`config.mk`:
```
export PLATFORM = sky130hd
export DESIGN_NAME = thermal_frame_normalize_upscale_top_flat
export DESIGN_NICKNAME = d
export VERILOG_FILES = /design/src/rtl/core/tfnu_pkg.sv /design/src/rtl/core/tfnu_if.sv /design/src/rtl/core/tfnu_div.sv /design/src/rtl/core/tfnu_frame_mem.sv /design/src/rtl/core/thermal_frame_normalize_upscale_top.sv /design/src/flat_wrapper.sv
export SDC_FILE = /design/constraint.sdc
export NUM_CORES = 2
export LEC_CHECK = 0
export BUFFER_PORTS_ARGS = -buffer_cell sky130_fd_sc_hd__buf_2
export CAP_MARGIN = 25
export CORE_ASPECT_RATIO = 1.25
export CORE_UTILIZATION = 60
export DETAILED_ROUTE_END_ITERATION = 7
export PLACE_DENSITY_LB_ADDON = 0.12
export SETUP_SLACK_MARGIN = 0.02
export SLEW_MARGIN = 0
export SYNTH_ARGS = -nofsm -noshare
export SYNTH_HDL_FRONTEND = slang
export SYNTH_SLANG_ARGS = --single-unit
```
`constraint.sdc`:
```
create_clock -name clk -period 10.6 [get_ports clk]
set_input_delay 2.12 -clock clk [delete_from_list [all_inputs] [get_ports clk]]
set_output_delay 2.12 -clock clk [all_outputs]
set_load 0.005 [all_outputs]
```
`src/rtl/core/tfnu_pkg.sv`:
```
// Shared types and constants for the thermal frame normalize/upscale block.
package tfnu_pkg;
  localparam int GrayMax = 255;

  typedef enum logic [1:0] {
    STATUS_OK    = 2'd0,
    STATUS_RANGE = 2'd1,
    STATUS_COORD = 2'd2
  } status_t;

  typedef enum logic [1:0] {
    REG_LOW   = 2'd0,
    REG_HIGH  = 2'd1,
    REG_SCALE = 2'd2,
    REG_MODE  = 2'd3
  } reg_index_t;

  typedef enum logic {
    CMD_LOAD   = 1'b0,
    CMD_RENDER = 1'b1
  } cmd_t;

  typedef enum logic [2:0] {
    ST_IDLE,
    ST_DIVXY,
    ST_READ,
    ST_NORM,
    ST_ACCUM,
    ST_DIVOUT,
    ST_OUT
  } state_t;

  typedef struct packed {
    logic signed [15:0] low_level;
    logic signed [15:0] high_level;
    logic [5:0]         scale_factor;
    logic               interp_mode;
  } cfg_regs_t;

  typedef struct packed {
    logic start;
    logic busy;
    logic done;
  } div_ctl_t;
endpackage

```
`src/rtl/core/tfnu_if.sv`:
```
// Valid/ready channel interfaces for input words, result words and config writes.
interface tfnu_in_if;
  logic        valid;
  logic        ready;
  logic        cmd;
  logic [5:0]  pixel_index;
  logic signed [15:0] temperature;
  logic [7:0]  out_col;
  logic [7:0]  out_row;
  modport source (output valid, cmd, pixel_index, temperature, out_col, out_row,
                  input ready);
  modport sink (input valid, cmd, pixel_index, temperature, out_col, out_row,
                output ready);
endinterface

interface tfnu_out_if;
  logic       valid;
  logic       ready;
  logic [7:0] gray;
  logic [1:0] status;
  modport source (output valid, gray, status, input ready);
  modport sink (input valid, gray, status, output ready);
endinterface

interface tfnu_cfg_if;
  logic        valid;
  logic        ready;
  logic [1:0]  index;
  logic [15:0] data;
  modport source (output valid, index, data, input ready);
  modport sink (input valid, index, data, output ready);
endinterface

```
`src/rtl/core/tfnu_div.sv`:
```
// Restoring radix-2 unsigned divider, one quotient bit per cycle.
module tfnu_div #(
  parameter int NumW = 32,
  parameter int DenW = 16
) (
  input  logic            clk,
  input  logic            rst,
  input  logic            start,
  input  logic [NumW-1:0] num,
  input  logic [DenW-1:0] den,
  output logic            done,
  output logic [NumW-1:0] quot
);
  localparam int CntW = $clog2(NumW + 1);

  logic [NumW-1:0] q;
  logic [DenW:0]   rem;
  logic [DenW-1:0] d;
  logic [CntW-1:0] cnt;
  logic            run;
  logic [DenW:0]   trial;

  assign trial = {rem[DenW-1:0], q[NumW-1]};

  always_ff @(posedge clk) begin
    if (rst) begin
      run <= 1'b0;
      done <= 1'b0;
      cnt <= '0;
    end else begin
      done <= 1'b0;
      if (start) begin
        run <= 1'b1;
        cnt <= CntW'(NumW);
      end else if (run) begin
        cnt <= cnt - 1'b1;
        if (cnt == CntW'(1)) begin
          run <= 1'b0;
          done <= 1'b1;
        end
      end
    end
  end

  always_ff @(posedge clk) begin
    if (start) begin
      q <= num;
      rem <= '0;
      d <= den;
    end else if (run) begin
      if (trial >= {1'b0, d}) begin
        rem <= trial - {1'b0, d};
        q <= {q[NumW-2:0], 1'b1};
      end else begin
        rem <= trial;
        q <= {q[NumW-2:0], 1'b0};
      end
    end
  end

  assign quot = q;
endmodule

```
`src/rtl/core/tfnu_frame_mem.sv`:
```
// Frame sample memory: one write port, one registered read port.
module tfnu_frame_mem #(
  parameter int Depth = 64,
  parameter int AddrW = 6
) (
  input  logic              clk,
  input  logic              we,
  input  logic [AddrW-1:0]  waddr,
  input  logic [15:0]       wdata,
  input  logic [AddrW-1:0]  raddr,
  output logic [15:0]       rdata
);
  logic [15:0] mem [Depth];

  always_ff @(posedge clk) begin
    if (we) mem[waddr] <= wdata;
    rdata <= mem[raddr];
  end
endmodule

```
`src/rtl/core/thermal_frame_normalize_upscale_top.sv`:
```
// Top level of the thermal frame normalize/upscale block.
// A load word writes one sample. A render word runs a sequencer around a
// single 32-bit serial divider, one quotient bit per cycle: two coordinate
// divisions by the scale factor, then per source sample one memory read and
// one normalizing division (one or four samples), and for bilinear a final
// division by s*s. Each sample at or below low_level skips its division.
// Range and coordinate errors skip the divider: the sequencer goes straight
// from idle to the output state, which registers the result and sets it
// valid. One item is in flight at a time; the next word is accepted once the
// result is taken.
module thermal_frame_normalize_upscale_top
  import tfnu_pkg::*;
#(
  parameter int FRAME_WIDTH = 8,
  parameter int FRAME_HEIGHT = 8
) (
  input logic clk,
  input logic rst,
  tfnu_in_if.sink   in_ch,
  tfnu_out_if.source out_ch,
  tfnu_cfg_if.sink  cfg_ch
);
  localparam int Depth = FRAME_WIDTH * FRAME_HEIGHT;
  localparam int AddrW = $clog2(Depth);
  localparam int ColW = $clog2(FRAME_WIDTH);
  localparam int RowW = $clog2(FRAME_HEIGHT);

  cfg_regs_t cfg;
  state_t state, state_next;

  always_ff @(posedge clk) begin
    if (rst) begin
      cfg.low_level <= 16'sd0;
      cfg.high_level <= 16'sd255;
      cfg.scale_factor <= 6'd1;
      cfg.interp_mode <= 1'b0;
    end else if (cfg_ch.valid && cfg_ch.ready) begin
      case (reg_index_t'(cfg_ch.index))
        REG_LOW:   cfg.low_level <= cfg_ch.data;
        REG_HIGH:  cfg.high_level <= cfg_ch.data;
        REG_SCALE: cfg.scale_factor <= cfg_ch.data[5:0];
        REG_MODE:  cfg.interp_mode <= cfg_ch.data[0];
        default: ;
      endcase
    end
  end
  assign cfg_ch.ready = 1'b1;

  logic [5:0]  s;
  logic [16:0] range;
  logic [11:0] ss;
  assign s = (cfg.scale_factor == 6'd0) ? 6'd1 : cfg.scale_factor;
  assign range = 17'($signed(cfg.high_level) - $signed(cfg.low_level));

  // divider
  logic        dv_start, dv_done;
  logic [31:0] dv_num, dv_quot;
  logic [16:0] dv_den;
  tfnu_div #(.NumW(32), .DenW(17)) u_div (
    .clk(clk), .rst(rst), .start(dv_start), .num(dv_num), .den(dv_den),
    .done(dv_done), .quot(dv_quot)
  );

  // memory
  logic             mem_we;
  logic [AddrW-1:0] raddr;
  logic [15:0]      rdata;
  tfnu_frame_mem #(.Depth(Depth), .AddrW(AddrW)) u_mem (
    .clk(clk), .we(mem_we), .waddr(in_ch.pixel_index[AddrW-1:0]),
    .wdata(in_ch.temperature), .raddr(raddr), .rdata(rdata)
  );

  logic accept;
  logic out_busy;
  assign in_ch.ready = (state == ST_IDLE) && !out_busy;
  assign accept = in_ch.valid && in_ch.ready;
  assign mem_we = accept && (in_ch.cmd == CMD_LOAD) &&
                  ({2'b0, in_ch.pixel_index} < 8'(Depth));

  // work registers
  logic [7:0]  x, y;
  logic [7:0]  vx, vy;
  logic [5:0]  fx, fy;
  logic        phase;      // 0: x division, 1: y division
  logic [1:0]  nidx;       // neighbour index
  logic        dv_wait;
  logic [31:0] acc;
  logic [7:0]  gray;
  logic [1:0]  status;
  logic [16:0] dsamp;
  logic [12:0] wgt;

  logic [ColW-1:0] c0, c1, cs;
  logic [RowW-1:0] r0, r1, rs;
  assign c0 = vx[ColW-1:0];
  assign r0 = vy[RowW-1:0];
  assign c1 = (32'(vx) + 1 < FRAME_WIDTH) ? ColW'(vx + 8'd1) : ColW'(FRAME_WIDTH - 1);
  assign r1 = (32'(vy) + 1 < FRAME_HEIGHT) ? RowW'(vy + 8'd1) : RowW'(FRAME_HEIGHT - 1);
  assign cs = nidx[0] ? c1 : c0;
  assign rs = nidx[1] ? r1 : r0;
  assign raddr = AddrW'(32'(rs) * FRAME_WIDTH + 32'(cs));

  logic [6:0] wx, wy;
  assign wx = nidx[0] ? {1'b0, fx} : 7'(s - fx);
  assign wy = nidx[1] ? {1'b0, fy} : 7'(s - fy);
  assign ss = 12'(s) * 12'(s);

  logic [15:0] lim_x, lim_y;
  assign lim_x = 16'(FRAME_WIDTH) * 16'(s);
  assign lim_y = 16'(FRAME_HEIGHT) * 16'(s);

  assign dsamp = 17'($signed(rdata) - $signed(cfg.low_level));
  logic [7:0] gclamp;
  assign gclamp = (dv_quot > 32'(GrayMax)) ? 8'(GrayMax) : dv_quot[7:0];

  // a non-positive difference skips the divider and gives zero
  logic norm_skip;
  assign norm_skip = (state == ST_NORM) && !dv_wait && (dsamp[16] || dsamp == 17'd0);

  always_comb begin
    state_next = state;
    case (state)
      ST_IDLE:
        if (accept && in_ch.cmd == CMD_RENDER) begin
          if ($signed(range) <= 0 ||
              16'(in_ch.out_col) >= lim_x || 16'(in_ch.out_row) >= lim_y)
            state_next = ST_OUT;
          else
            state_next = ST_DIVXY;
        end
      ST_DIVXY:  if (dv_done && phase) state_next = ST_READ;
      ST_READ:   state_next = ST_NORM;
      ST_NORM:   if (dv_done || norm_skip) state_next = ST_ACCUM;
      ST_ACCUM:
        if (!cfg.interp_mode || nidx == 2'd3) state_next =
            cfg.interp_mode ? ST_DIVOUT : ST_OUT;
        else state_next = ST_READ;
      ST_DIVOUT: if (dv_done) state_next = ST_OUT;
      ST_OUT:    state_next = ST_IDLE;
      default:   state_next = ST_IDLE;
    endcase
  end

  always_comb begin
    dv_start = 1'b0;
    dv_num = '0;
    dv_den = '0;
    case (state)
      ST_DIVXY: begin
        dv_start = !dv_wait;
        dv_num = {24'd0, phase ? y : x};
        dv_den = 17'(s);
      end
      ST_NORM: begin
        dv_start = !dv_wait && !norm_skip;
        dv_num = 32'(dsamp[15:0]) * 32'(GrayMax);
        dv_den = range;
      end
      ST_DIVOUT: begin
        dv_start = !dv_wait;
        dv_num = acc;
        dv_den = 17'(ss);
      end
      default: ;
    endcase
  end

  logic [7:0] nval;

  always_ff @(posedge clk) begin
    if (rst) begin
      state <= ST_IDLE;
      dv_wait <= 1'b0;
      out_busy <= 1'b0;
    end else begin
      state <= state_next;
      if (dv_start) dv_wait <= 1'b1;
      else if (dv_done) dv_wait <= 1'b0;
      if (state == ST_OUT) out_busy <= 1'b1;
      else if (out_ch.valid && out_ch.ready) out_busy <= 1'b0;
    end
  end

  always_ff @(posedge clk) begin
    case (state)
      ST_IDLE: begin
        x <= in_ch.out_col;
        y <= in_ch.out_row;
        phase <= 1'b0;
        nidx <= 2'd0;
        acc <= '0;
        gray <= 8'd0;
        if ($signed(range) <= 0) status <= STATUS_RANGE;
        else if (16'(in_ch.out_col) >= lim_x || 16'(in_ch.out_row) >= lim_y)
          status <= STATUS_COORD;
        else status <= STATUS_OK;
      end
      ST_DIVXY:
        if (dv_done) begin
          if (!phase) begin
            vx <= dv_quot[7:0];
            fx <= 6'(x - 8'(dv_quot[7:0] * s));
            phase <= 1'b1;
          end else begin
            vy <= dv_quot[7:0];
            fy <= 6'(y - 8'(dv_quot[7:0] * s));
          end
        end
      ST_NORM: begin
        if (norm_skip) begin
          nval <= 8'd0;
          wgt <= 13'(wx) * 13'(wy);
        end else if (dv_done) begin
          nval <= gclamp;
          wgt <= 13'(wx) * 13'(wy);
        end
      end
      ST_ACCUM: begin
        acc <= acc + 32'(nval) * 32'(wgt);
        nidx <= nidx + 2'd1;
        if (!cfg.interp_mode) gray <= nval;
      end
      ST_DIVOUT:
        if (dv_done) gray <= gclamp;
      default: ;
    endcase
  end

  logic [7:0]  o_gray;
  logic [1:0]  o_status;
  always_ff @(posedge clk) begin
    if (state == ST_OUT) begin
      o_gray <= gray;
      o_status <= status;
    end
  end
  assign out_ch.valid = out_busy;
  assign out_ch.gray = o_gray;
  assign out_ch.status = o_status;
endmodule

```
`src/flat_wrapper.sv`:
```
// flat-port wrapper written by rule: the top's interface ports become plain ports
module thermal_frame_normalize_upscale_top_flat import tfnu_pkg::*;
#(
  parameter int FRAME_WIDTH = 8,
  parameter int FRAME_HEIGHT = 8
)
  (clk, rst, in_ch_valid, in_ch_cmd, in_ch_pixel_index, in_ch_temperature, in_ch_out_col, in_ch_out_row, in_ch_ready, out_ch_valid, out_ch_gray, out_ch_status, out_ch_ready, cfg_ch_valid, cfg_ch_index, cfg_ch_data, cfg_ch_ready);
  tfnu_in_if in_ch_i ();
  tfnu_out_if out_ch_i ();
  tfnu_cfg_if cfg_ch_i ();
  input logic clk;
  input logic rst;
  input wire logic [$bits(in_ch_i.valid)-1:0] in_ch_valid;
  input wire logic [$bits(in_ch_i.cmd)-1:0] in_ch_cmd;
  input wire logic [$bits(in_ch_i.pixel_index)-1:0] in_ch_pixel_index;
  input wire logic [$bits(in_ch_i.temperature)-1:0] in_ch_temperature;
  input wire logic [$bits(in_ch_i.out_col)-1:0] in_ch_out_col;
  input wire logic [$bits(in_ch_i.out_row)-1:0] in_ch_out_row;
  output wire logic [$bits(in_ch_i.ready)-1:0] in_ch_ready;
  output wire logic [$bits(out_ch_i.valid)-1:0] out_ch_valid;
  output wire logic [$bits(out_ch_i.gray)-1:0] out_ch_gray;
  output wire logic [$bits(out_ch_i.status)-1:0] out_ch_status;
  input wire logic [$bits(out_ch_i.ready)-1:0] out_ch_ready;
  input wire logic [$bits(cfg_ch_i.valid)-1:0] cfg_ch_valid;
  input wire logic [$bits(cfg_ch_i.index)-1:0] cfg_ch_index;
  input wire logic [$bits(cfg_ch_i.data)-1:0] cfg_ch_data;
  output wire logic [$bits(cfg_ch_i.ready)-1:0] cfg_ch_ready;
  assign in_ch_i.valid = in_ch_valid;
  assign in_ch_i.cmd = in_ch_cmd;
  assign in_ch_i.pixel_index = in_ch_pixel_index;
  assign in_ch_i.temperature = in_ch_temperature;
  assign in_ch_i.out_col = in_ch_out_col;
  assign in_ch_i.out_row = in_ch_out_row;
  assign in_ch_ready = in_ch_i.ready;
  assign out_ch_valid = out_ch_i.valid;
  assign out_ch_gray = out_ch_i.gray;
  assign out_ch_status = out_ch_i.status;
  assign out_ch_i.ready = out_ch_ready;
  assign cfg_ch_i.valid = cfg_ch_valid;
  assign cfg_ch_i.index = cfg_ch_index;
  assign cfg_ch_i.data = cfg_ch_data;
  assign cfg_ch_ready = cfg_ch_i.ready;
  thermal_frame_normalize_upscale_top #(.FRAME_WIDTH(FRAME_WIDTH), .FRAME_HEIGHT(FRAME_HEIGHT)) u_core (.clk(clk), .rst(rst), .in_ch(in_ch_i), .out_ch(out_ch_i), .cfg_ch(cfg_ch_i));
endmodule
```
==> results_dict.tcl <==
set metrics [dict create \
    clkTransAtPathRegs_ns 0.06 \
    cts_max_path_buffers 3 \
    ys_seq_area_share_pct 59.1 \
    netlist_area_sq_um 63500 \
    place_congestion 0.906 \
    slew_violations 0 \
    tightest_slew_ns 1.04 \
    nets 6143 \
    final_layout_size_suffix_gt1_share_pct 7.50 \
    routed_via_density 6.02 \
    htree_num_levels 4 \
    r2r_end "u_core.u_div.quot[21]$_DFFE_PP_" \
    cts_root_buf "clkbuf_16" \
    worst_hold_slack_ns 0.417 \
    drtIter0Drc 3480 \
    cp.arrival_ns 7.69 \
    totalWireLength_um 164000 \
    synth_most_common_cell "nand2_1" \
    stdcell_area_sq_um 70000 \
    synthDistinctLibCells 88 \
    wl_per_cell_um 22.9 \
    min_to "u_core.out_ch.gray[4]$_DFFE_PP_" \
    antenna_found_initial 9 \
    netlist_instances 5603 \
    gr-total-overflow 0 \
    path_class "reg -> reg" \
    rsz0062_at_grt "no" \
    tns_ns 0 \
    yosysTopAreaCell "edfxtp_1" \
    ys_seq_elements 1278 \
    cts_tree "yes" \
    post-cts-setup-buffers 0 \
    drc 0 \
    yosys_warnings 0 \
    grt_max_degree 162 \
    die_w_um 293 \
    worstSetupEndpointType "register" \
    layout-area-overhead-vs-synth_pct 10.2 \
    synth.area.top_cells "edfxtp_1 (56%), nand2_1 (7.1%), fa_1 (5.6%)" \
    rrSetupSlack_ns 3.41 \
    max_cap_violations 0 \
    outcome "finished clean" \
    port-buffer-count 73 \
    synthArstFlopShare_pct 0 \
    clock_latency_ns 0.77 \
    syn_nets 6088 \
    grt_pass1_wl_um 248000 \
    initial_core_util_pct 60.5 \
    holdPathStages 0 \
    cts-resized-gates 0 \
    max-slew-margin-rel_pct 30.5 \
    synth_commonest_cells "nand2_1 (1205), edfxtp_1 (1193), nand3_1 (520)" \
    start_kind "register" \
    crit_fanout 8 \
    fin_crit_ns 7.19 \
    synth.top_cell.area_share_pct 56.4 \
    die_area_sq_um 107000 \
    vias 43219 \
    row_count 133 \
    hold_class "reg -> reg" \
    dp_hpwl_um 105000 \
    synthFlopType "edfxtp_1" \
    coreArea_sq_um 105000 \
    die_y_um 366 \
    cts_sinks 1278 \
    grt_pass1_vias 41953 \
    hold_violations 0 \
    postCtsHoldBufs 0 \
    finClkSkew_ns 0.0299 \
    setup_viol 0 \
    syn_area_per_cell_sq_um 11.3 \
    fmax_mhz 139 \
    r2r_cells 25 \
    fin_crit_sh_pct 67.8 \
    grt_usage_pct 30.8 \
    min-delay-start "u_core.gray[4]$_DFFE_PP_" \
    synth_edf_count 1193 \
    ant_nets 0 \
    r2r-start "u_core.u_mem.rdata[0]$_DFF_P_" \
    cts_buffers 131 \
    dr.pass1.iters 6 \
    crit_required_ns 11.09 \
    place_area_sq_um 65700 \
    io_pins 75 \
]
[per-layer routing]
layer  GRT usage (%)  routed length, um  vias up
met5               0                 60        -
met4            16.2               9070        8
met3            4.48              10300      391
met2            54.3              83900     1644
met1            36.8              61000    21295
li1                -                  -    19881
[cells by family after synthesis]
group | count (synthesis) | share of synthesized area, %
AOI/OAI and AO/OA | 611 | 6.30
xor gates and xnor gates | 143 | 1.97
adders and majority gates | 425 | 10.5
buffers and inverters | 622 | 3.73
DFF | 1278 | 59.1
muxes | 76 | 1.20
other | 1 | 0.00591
and+or+nand+nor | 2447 | 17.2
[area by class of cell]
type | count | area, sq um
sequential | 1278 | 37500
fill | 7850 | 35000
multi-input combinational | 3703 | 23700
clock buffer | 168 | 3570
tap | 1417 | 1770
timing repair buffer | 192 | 1370
inverter | 352 | 1320
clock inverter | 68 | 717
antenna | 1 | 2.50
[cells in the final DEF (no fill, tap or decap), types with 18 or more instances in the layout]
cell / netlist / final
clkinv_2: 0 / 18
clkinv_1: 1 / 23
and2_1: 69 / 69
nor2b_1: 31 / 30
a21o_1: 47 / 47
a211oi_1: 62 / 62
buf_4: 3 / 109
o21ai_0: 85 / 85
xor2_1: 50 / 50
a31oi_1: 96 / 95
nand3_1: 520 / 520
nand2_1: 1205 / 1205
nor2_1: 292 / 280
edfxtp_1: 1193 / 1193
inv_1: 348 / 348
nand4_1: 62 / 62
and3_1: 106 / 106
nor3_1: 48 / 46
ha_1: 246 / 246
buf_2: 6 / 73
clkbuf_16: 0 / 137
fa_1: 177 / 177
a21oi_1: 161 / 161
clkbuf_1: 239 / 28
dfxtp_1: 85 / 85
or3_1: 25 / 25
mux2i_1: 73 / 73
xnor2_1: 93 / 93
nand2b_1: 27 / 27
[registers in the layout (all words and copies together) (netlist names), 2 cells and up]
| name | flops |
|---|---|
| u_core.u_mem.mem | 1024 |
| u_core.acc | 32 |
| u_core.nidx | 2 |
| u_core.x | 8 |
| u_core.vx | 8 |
| u_core.out_ch.status | 2 |
| u_core.nval | 8 |
| u_core.fx | 6 |
| u_core.gray | 8 |
| u_core.u_div.rem | 17 |
| u_core.u_mem.rdata | 16 |
| u_core.vy | 8 |
| u_core.u_div.d | 17 |
| u_core.u_div.quot | 32 |
| u_core.out_ch.gray | 8 |
| u_core.status | 2 |
| u_core.u_div.cnt | 6 |
| u_core.wgt | 13 |
| u_core.fy | 6 |
| u_core.state | 3 |
| u_core.y | 8 |
| u_core.cfg | 39 |
[critical path, cell delays in order (launching register included)]
cell      delay (ns)
dfxtp_1         0.32
inv_1           0.04
ha_1            0.21
fa_1            0.42
nor2b_1         0.17
o2111a_1        0.24
o21ai_2         0.10
xnor2_1         0.66
o21bai_1        0.34
nand2_1         0.18
xnor2_1         0.31
fa_1            0.47
fa_1            0.54
inv_1           0.05
fa_1            0.53
inv_1           0.04
ha_1            0.36
a21o_1          0.20
nand2_1         0.09
a21boi_0        0.36
a21o_1          0.23
o21ai_0         0.13
o41ai_1         0.47
xnor2_1         0.13
a221oi_1        0.25
nor2_1          0.06
[stage by stage]
stage	worst slack [ns]	std cells	utilization, %
2_1_floorplan	4.14	5603	-
3_3_place_gp	3.60	6937	62.5
3_5_place_dp	3.43	6940	62.5
4_1_cts	3.37	7176	66.6
5_1_grt	2.89	7178	66.7
6_report	3.41	7179	66.7
[worst max path at each step]
stage                                             start                              end  slack, ns  cells after the start
after global routing      u_core.u_mem.rdata[0]$_DFF_P_  u_core.u_div.quot[21]$_DFFE_PP_       2.89                     25
after detailed placement  u_core.u_mem.rdata[0]$_DFF_P_  u_core.u_div.quot[21]$_DFFE_PP_       3.43                     25
final                     u_core.u_mem.rdata[0]$_DFF_P_  u_core.u_div.quot[21]$_DFFE_PP_       3.41                     25
after CTS                 u_core.u_mem.rdata[0]$_DFF_P_  u_core.u_div.quot[21]$_DFFE_PP_       3.37                     25
after floorplan           u_core.u_mem.rdata[0]$_DFF_P_  u_core.u_div.quot[22]$_DFFE_PP_       4.14                     27
after global placement    u_core.u_mem.rdata[0]$_DFF_P_  u_core.u_div.quot[21]$_DFFE_PP_       3.60                     25
Power is left out: the tool's default activity adds up to more than one toggle a clock period on the data nets, which glitch-free logic cannot reach.
